[config.mk]
export PLATFORM = sky130hd
export DESIGN_NAME = gbts_alu
export DESIGN_NICKNAME = d
export VERILOG_FILES = /design/src/rtl/core/gbts_pkg.sv /design/src/rtl/core/gbts_alu.sv
export SDC_FILE = /design/constraint.sdc
export NUM_CORES = 1
export LEC_CHECK = 0
export BUFFER_PORTS_ARGS = -buffer_cell sky130_fd_sc_hd__buf_2
export CAP_MARGIN = 15
export CORE_UTILIZATION = 52
export DETAILED_ROUTE_END_ITERATION = 6
export PLACE_DENSITY = 0.81
export SYNTH_ARGS = -nofsm -noshare
export SYNTH_HDL_FRONTEND = slang
export SYNTH_SLANG_ARGS = --single-unit
[constraint.sdc]
create_clock -name vclk -period 3.78
set_input_delay 0.756 -clock vclk [all_inputs]
set_output_delay 0.756 -clock vclk [all_outputs]
set_load 0.05 [all_outputs]
[src/rtl/core/gbts_pkg.sv]
package gbts_pkg;

    localparam int DEPTH_DEFAULT = 4096;

    localparam int CMD_W    = 3;
    localparam int CHAR_W   = 8;
    localparam int POS_W    = 13;
    localparam int STATUS_W = 2;

    typedef enum logic [CMD_W-1:0] {
        CMD_INSERT    = 3'd0,
        CMD_BACKSPACE = 3'd1,
        CMD_DELETE    = 3'd2,
        CMD_MOVE_TO   = 3'd3,
        CMD_LEFT      = 3'd4,
        CMD_RIGHT     = 3'd5,
        CMD_READ_AT   = 3'd6,
        CMD_ERASE     = 3'd7
    } t_cmd;

    typedef enum logic [STATUS_W-1:0] {
        ST_OK    = 2'd0,
        ST_EDGE  = 2'd1,
        ST_FULL  = 2'd2,
        ST_RANGE = 2'd3
    } t_status;

    typedef enum logic {
        ALU_ADD = 1'b0,
        ALU_SUB = 1'b1
    } t_alu_op;

    typedef struct packed {
        logic lt;
        logic eq;
    } t_alu_flags;

    typedef enum logic [3:0] {
        S_IDLE,
        S_PREP,
        S_ER_CLAMP_E,
        S_ER_CLAMP_B,
        S_ER_CNT,
        S_RDIDX,
        S_RDIDX2,
        S_RDMEM,
        S_RDDATA,
        S_SH_RD,
        S_SH_WR,
        S_ERASE,
        S_ERASE2,
        S_DONE
    } t_state;

endpackage

[src/rtl/core/gbts_alu.sv]
module gbts_alu #(
    parameter int W = 13
) (
    input  gbts_pkg::t_alu_op    i_op,
    input  logic [W-1:0]         i_a,
    input  logic [W-1:0]         i_b,
    output logic [W-1:0]         o_res,
    output gbts_pkg::t_alu_flags o_flags
);

    // One subtractor serves both the difference and the less-than flag.
    logic [W:0] diff;

    assign diff = {1'b0, i_a} - {1'b0, i_b};

    always_comb begin
        case (i_op)
            gbts_pkg::ALU_ADD: o_res = i_a + i_b;
            gbts_pkg::ALU_SUB: o_res = diff[W-1:0];
            default:           o_res = diff[W-1:0];
        endcase
        o_flags.lt = diff[W];
        o_flags.eq = (i_a == i_b);
    end

endmodule

==> qor.yml, run 1 <==
critPathBufInv: 3
outcome: "finished, final reports clean"
maxCapViolCount: 0
synth_nets: 239
cpPeakStageDelay_ps: 320
hold_class: "input port to primary output"
dp_cells: 247
cp_data_required_time_ps: 3020
yosysSeqAreaShare_pct: 0
grt_use_total_pct: 26.5
grt_pass1_vias: 1425
grt_first_pass_wirelength_um: 5710
worst_slew_pin_slew_ps: 529
ant_nets: 0
viasPerCell: 6.02
min_delay_path_depth: 4
p_clk_share_pct: 0
syn-instance-count: 185
synth_area_per_cell_um2: 7.07
stdcell_area_um2: 1540
critPathLaunchType: "input port"
maxSlewViolCount: 0
crit_path_end_kind: "primary output"
crit_cells: 10
remaining_drc_errors: 0
intPower_w: 0.000122
flops_and_latches: 0
yosysTopAreaCell: "ha_1"
regArea_um2: 0
rsz0062_at_grt: "no"
yosys.area_share.xor_xnor_pct: 6.03
grt_max_degree: 23
hold_viol: 0
finalWeightedCongestion: 0.949
fin_nets: 275
dpl.hpwl_um: 2780
synth_fa_ha_area_share_pct: 27.0
seq_power_share_pct: 0
slew-limit-headroom_pct: 64.4
crit_family: "compound AO/OA/AOI/OAI gates"
synthDistinctLibCells: 49
p_comb_share_pct: 100.0
fp.dieArea_um2: 2720
synth_top_family_by_area: "compound AO/OA/AOI/OAI gates"
synth_top_area_share_pct: 23.9
rows: 17
layout-drive-gt1-share_pct: 26.0
max_freq_mhz: 274
initial_core_util_pct: 56.9
port_buffers: 42
p_total_w: 0.000377
core_um2: 2300
critPathKind: "input port to primary output"
synthTopCellsByArea: "ha_1 (24%), inv_1 (8.3%), a21oi_1 (6.9%)"
worstPathCellList: "buf_2 -> inv_1 -> ha_1 -> nor2b_1 -> o31ai_1 -> a21oi_1 -> and4_2 -> a211oi_2 -> xnor2_1 -> buf_2"
die_w_um: 52.1
fin_crit_sh_pct: 96.7
vias: 1486
fillerInstances: 220
die_y_um: 52.1
globalRoute.totalOverflow: 0
synth_compound_area_share_pct: 31.2
ctsHoldBuffers: 0
antennaDiodeCount: 0
cpMostUsedCell: "buf_2"
yosys_warnings: 0
synthMuxAreaShare_pct: 2.30
crit_fanout: 4
power.leakage_nw: 0.794
drtIter0Drc: 32
io_pins: 42
yosys.area_share.simple_pct: 19.2
switching_share_pct: 67.6
syn_area_um2: 1310
dr.pass1.iters: 4
postRouteWirelength_um: 3480
cp.arrival_ps: 2900
p_switching_w: 0.000255
wl_per_cell_um: 14.1
syn2layout_area_growth_pct: 17.8
placed_area_um2: 1510
holdWs_ps: 1970
antenna_found_initial: 0
power.density_nw_per_um2: 245
min_period_ps: 3650
fin_tns_setup_ps: 0
postCtsSetupRepairBufs: 0
slowest_stage: "ha_1"
clock_buffers: 0
vdd_drop_max_mv: 0.158
fin_cells: 247
setup_violations: 0
synth_stat cells (all sizes together):
master   count
inv         29
ha          25
a21oi       19
nor2        12
o21ai       11
nor3         8
xnor2        7
nand2        6
buf          5
clkbuf       5
nor4         5
a211oi       4
nand3        4
o31ai        4
a21o         3
mux2i        3
and3         2
fa           2
nand4        2
nor2b        2
o211ai       2
o21a         2
o21bai       2
o311ai       2
or2          2
xor2         2
a2111oi      1
a21boi       1
a221oi       1
a2bb2oi      1
a31oi        1
and2         1
and4         1
clkinv       1
nand2b       1
o2111ai      1
o211a        1
o221ai       1
o22a         1
o22ai        1
o31a         1
power by group through the flow:
stage	clock [W]	sequential, W	combinational [W]
floorplan	0	0	0.000289
global placement	0	0	0.000354
detailed placement	0	0	0.000363
CTS	0	0	0.000364
global route	0	0	0.000406
finish	0	0	0.000377
layout by cell type, fill, tap and decap left out, drive strengths merged, types with 2 or more instances in the layout:
cell,instances
clkbuf,3
buf,41
nor3,8
mux2i,3
inv,29
a211oi,4
o211ai,2
o21bai,2
fa,2
o21a,2
nand3,4
nor4,5
nor2b,2
nand4,2
and3,2
ha,25
xor2,2
nor2,12
nand2,6
xnor2,7
o311ai,2
or2,2
o31ai,4
o21ai,11
a21oi,19
a21o,3
repair_timing:
action,4_1_cts,5_1_grt
hold endpoints to repair,0,0
endpoints found under the setup margin,0,3
resized for setup,0,8
metal layers:
metal | GRT usage, % | wire [um] | vias to the layer above
met2 | 51.7 | 1710 | 71
met3 | 1.46 | 172 | 16
met4 | 8.33 | 124 | 0
met5 | 0 | 0 | -
li1 | - | - | 721
met1 | 29.9 | 1470 | 678
kinds of logic after synthesis:
kind of cell	count (synthesis)
buf+inv	40
compound gates	60
mux	3
simple gates	46
fa+ha+maj	27
xor+xnor	9
through the flow:
stage	worst slack (ps)	utilization, %
after floorplan	25.9	-
after global placement	149	65.7
after detailed placement	91.3	65.7
after CTS	81.4	65.7
after global routing	2.80	67.0
final	126	67.0
final timing paths:
path / startpoint / slack [ps] / end
worst max-delay path: i_b[1] / 130 / o_res[9]
worst min-delay path: i_a[12] / 1970 / o_flags[1]
layout make-up:
cell class         count  area, um^2  area share (%)
multi-input cells    145        1160            75.3
repair buffers        44         233            15.1
inverters             30         113            7.31
well taps             28        35.0            2.27
Note: power is estimated with default switching activity, not from simulation.
==> inputs of run 2 (changes only) <==
MAX_ROUTING_LAYER = met4   (was default)
==> run 2 against run 1 <==
  * Combinational power is essentially flat
  * Setup slack gained 23 ps
  * Power is essentially flat
  * Largest cell class unchanged
==> qor.yml, run 2 (synthesized netlist as in run 1, its figures left out) <==
grt_use_total_pct: 25.9
worst_slew_pin_slew_ps: 506
viasPerCell: 5.83
dr.pass1.iters: 4
ctsHoldBuffers: 0
fin_cells: 247
fp.dieArea_um2: 2720
dp_cells: 247
fin_crit_sh_pct: 96.1
antennaDiodeCount: 0
grt_pass1_vias: 1344
p_total_w: 0.000377
crit_path_end_kind: "primary output"
place_ws_ps: 58.6
wl_per_cell_um: 14.0
slew-limit-headroom_pct: 65.9
final_cell_mix: "buf_2 (40), inv_1 (29), ha_1 (25)"
mostFrequentLayoutCell: "buf_2"
grt_max_degree: 23
port_buffers: 42
max_freq_mhz: 275
crit_fanout: 3
fin_tns_setup_ps: 0
vdd_drop_max_mv: 0.161
fin_ws_ps: 149
clock_buffers: 0
grt_first_pass_wirelength_um: 5440
globalRoute.totalOverflow: 0
setup_violations: 0
postRouteWirelength_um: 3450
min_period_ps: 3630
critPathKind: "input port to primary output"
drtIter0Drc: 47
ant_nets: 0
fin_nets: 275
power.density_nw_per_um2: 243
io_pins: 42
die_w_um: 52.1
power.leakage_nw: 0.796
fillerInstances: 204
vias: 1439
remaining_drc_errors: 0
die_y_um: 52.1
syn2layout_area_growth_pct: 18.7
rows: 17
layout-drive-gt1-share_pct: 26.5
cp.arrival_ps: 2880
initial_core_util_pct: 56.9
regArea_um2: 0
hp-start: "i_a[12]"
maxSlewViolCount: 0
outcome: "finished, final reports clean"
antenna_found_initial: 0
min_delay_path_depth: 4
flops_and_latches: 0
hold_viol: 0
critPathLaunchType: "input port"
maxCapViolCount: 0
hold_class: "input port to primary output"
core_um2: 2300
hold_end: "o_flags[1]"
finalWeightedCongestion: 0.966
dpl.hpwl_um: 2770
cp_data_required_time_ps: 3020
postCtsSetupRepairBufs: 0
[run 2: cell count changes in the layout (fill, tap and decap cells not counted)]
cell	delta
a2bb2oi_2	+1
a21oi_4	+1
clkbuf_4	-1
a2bb2oi_1	-1
a21oi_2	-1
buf_2	+1
[run 2: what timing repair did]
action	4_1_cts	5_1_grt
gates resized for setup	0	9
setup endpoints to repair	0	3
endpoints found under the hold margin	0	0
[run 2: final cells by class]
type | instances | area (um^2) | share of cell area, %
repair buffers | 44 | 230 | 14.8
inverters | 30 | 113 | 7.26
multi-input cells | 145 | 1170 | 75.6
well taps | 28 | 35.0 | 2.26
[run 2: worst max-delay path: stages]
cell       delay (ps)
buf_2              90
inv_1              40
ha_1              230
fa_1              390
nand2b_2          230
a21oi_4           200
nor4_4             70
nor4_2            390
a2111oi_4         100
xnor2_2           140
clkbuf_4          240
[run 2: per-stage QoR]
step | utilization (%) | area, um^2 | hold WS (ps)
floorplan | - | 1320 | 1820
global placement | 65.7 | 1510 | 1950
detailed placement | 65.7 | 1510 | 1960
CTS | 65.7 | 1510 | 1960
global route | 67.5 | 1550 | 1980
finish | 67.5 | 1550 | 1960
[run 2: where the power goes]
part | switching [W] | internal [W] | total [W] | leakage, nW
Combinational | 0.000255 | 0.000122 | 0.000377 | 0.796
Clock | 0 | 0 | 0 | 0
Sequential | 0 | 0 | 0 | 0
[run 2: how the worst max path moves through the flow]
stage | startpoint | end | cells past startpoint
floorplan | i_b[10] | o_flags[0] | 5
global placement | i_a[0] | o_res[10] | 11
detailed placement | i_a[0] | o_res[10] | 11
CTS | i_a[0] | o_res[10] | 11
global route | i_a[0] | o_res[12] | 11
finish | i_a[0] | o_res[12] | 11
[run 2: metal layers]
metal,vias up,track usage (%),part of all wire [%],wire length [um]
met5,-,-,0,0
met4,0,5.26,0,0
met3,0,2.34,4.8,164
met2,56,48.7,53,1820
met1,663,29.4,43,1470
li1,720,-,-,-
==> inputs of run 3 (changes only) <==
CORE_ASPECT_RATIO = 0.7   (was default)
==> run 3 against run 2 <==
  * Critical path depth stayed put
  * Design area is 0.48% higher
  * First-iteration DRC count is 110% higher
  * Setup slack worse by 21 ps
  * Non-clock buffer count is 1 higher
  * Critical path type unchanged
  * Die area is 0.12% higher
  * Critical endpoint unchanged
  * Flip-flop and latch count stayed put
  * Clock-buffer cell count stayed put
  * Hold slack better by 31 ps
  * Combinational power is 3% higher
  * Via count is 4.5% higher
  * Fmax is 0.59% lower
==> qor.yml, run 3 (synthesized netlist as in run 1, its figures left out) <==
viasPerCell: 5.97
holdWs_ps: 1990
flops_and_latches: 0
crit_fanout: 3
seq_power_share_pct: 0
hold_viol: 0
ctsHoldBuffers: 0
vias: 1504
dpl.hpwl_um: 3130
grt_pass1_vias: 1304
cp.arrival_ps: 2900
final_cell_mix: "buf_2 (40), inv_1 (29), ha_1 (25)"
antennaDiodeCount: 0
crit_path_end_kind: "primary output"
clock_buffers: 0
max_freq_mhz: 274
crit_family: "simple AND/OR/NAND/NOR gates"
antenna_found_initial: 0
finalWeightedCongestion: 0.963
rows: 14
cp_data_required_time_ps: 3020
maxSlewViolCount: 0
globalRoute.totalOverflow: 0
grt_first_pass_wirelength_um: 5930
syn2layout_area_growth_pct: 19.2
dr.pass1.iters: 4
power.density_nw_per_um2: 248
core_um2: 2260
min_period_ps: 3650
intPower_w: 0.000124
power.leakage_nw: 0.798
setup_violations: 0
drtIter0Drc: 97
mostFrequentLayoutCell: "buf_2"
port_buffers: 42
fp.dieArea_um2: 2720
slew-limit-headroom_pct: 51.6
critPathLaunchType: "input port"
critPathBufInv: 3
p_comb_share_pct: 100.0
fin_nets: 276
postRouteWirelength_um: 3840
initial_core_util_pct: 57.9
regArea_um2: 0
critPathKind: "input port to primary output"
switching_share_pct: 67.9
vdd_drop_max_mv: 0.127
cpPeakStageDelay_ps: 400
wl_per_cell_um: 15.2
die_y_um: 44.0
grt_use_total_pct: 29.7
die_w_um: 61.9
layout-drive-gt1-share_pct: 27.3
worst_slew_pin_slew_ps: 719
p_clk_share_pct: 0
p_switching_w: 0.000262
hold_class: "input port to primary output"
io_pins: 42
worstPathCellList: "buf_2 -> inv_1 -> ha_1 -> fa_1 -> nand2b_2 -> a21oi_2 -> nor4_4 -> nor4_2 -> a2111oi_4 -> xnor2_2 -> clkbuf_4"
fin_tns_setup_ps: 0
rsz0062_at_grt: "no"
grt_max_degree: 23
outcome: "finished, final reports clean"
slowest_stage: "fa_1"
ant_nets: 0
fin_crit_sh_pct: 96.6
maxCapViolCount: 0
remaining_drc_errors: 0
fin_util_pct: 69.0
==> run 3: path summary, 6_finish.rpt <==
kind | endpoint | startpoint | slack, ps | cells after the start
setup / recovery | o_res[12] | i_a[0] | 130 | 11
hold / removal | o_flags[1] | i_a[12] | 1990 | 4
==> run 3: tightest hold or removal path: stages <==
cell and delay (ps):
buf_2 80, ha_1 150, a21oi_1 40, buf_2 200
==> run 3: stage by stage <==
step | cell area, um^2 | worst slack, ps | instances | total power (W)
3_3_place_gp | 1520 | 103 | 252 | 0.000360
4_1_cts | 1530 | 24.8 | 252 | 0.000374
2_1_floorplan | 1320 | 25.9 | 185 | 0.000289
5_1_grt | 1560 | 2.05 | 252 | 0.000412
6_report | 1560 | 127 | 252 | 0.000387
3_5_place_dp | 1520 | -44.4 | 252 | 0.000370
==> run 3: layout make-up <==
cell class,instances,area (um^2)
fill,201,701
inverter,30,113
tap,32,40.0
timing repair buffer,45,238
multi-input combinational,145,1170
==> run 3: power groups by stage <==
stage | registers (W) | logic [W] | clock network [W]
after floorplan | 0 | 0.000289 | 0
after global placement | 0 | 0.000360 | 0
after detailed placement | 0 | 0.000370 | 0
after CTS | 0 | 0.000374 | 0
after global routing | 0 | 0.000412 | 0
final | 0 | 0.000387 | 0
==> run 3: routing by layer <==
metal  share of wire (%)  wire length [um]  GRT usage [%]  up-vias
li1                    -                 -              -      729
met1                  47              1820           42.5      692
met2                  46              1750           49.7       79
met3                 6.6               255              0        4
met4                0.34                13          0.889        0
met5                   0                 0              -        -
==> run 3: repair_timing <==
item	in CTS	in global routing
gates resized for setup	2	7
endpoints found under the setup margin	2	5
setup buffers	0	0
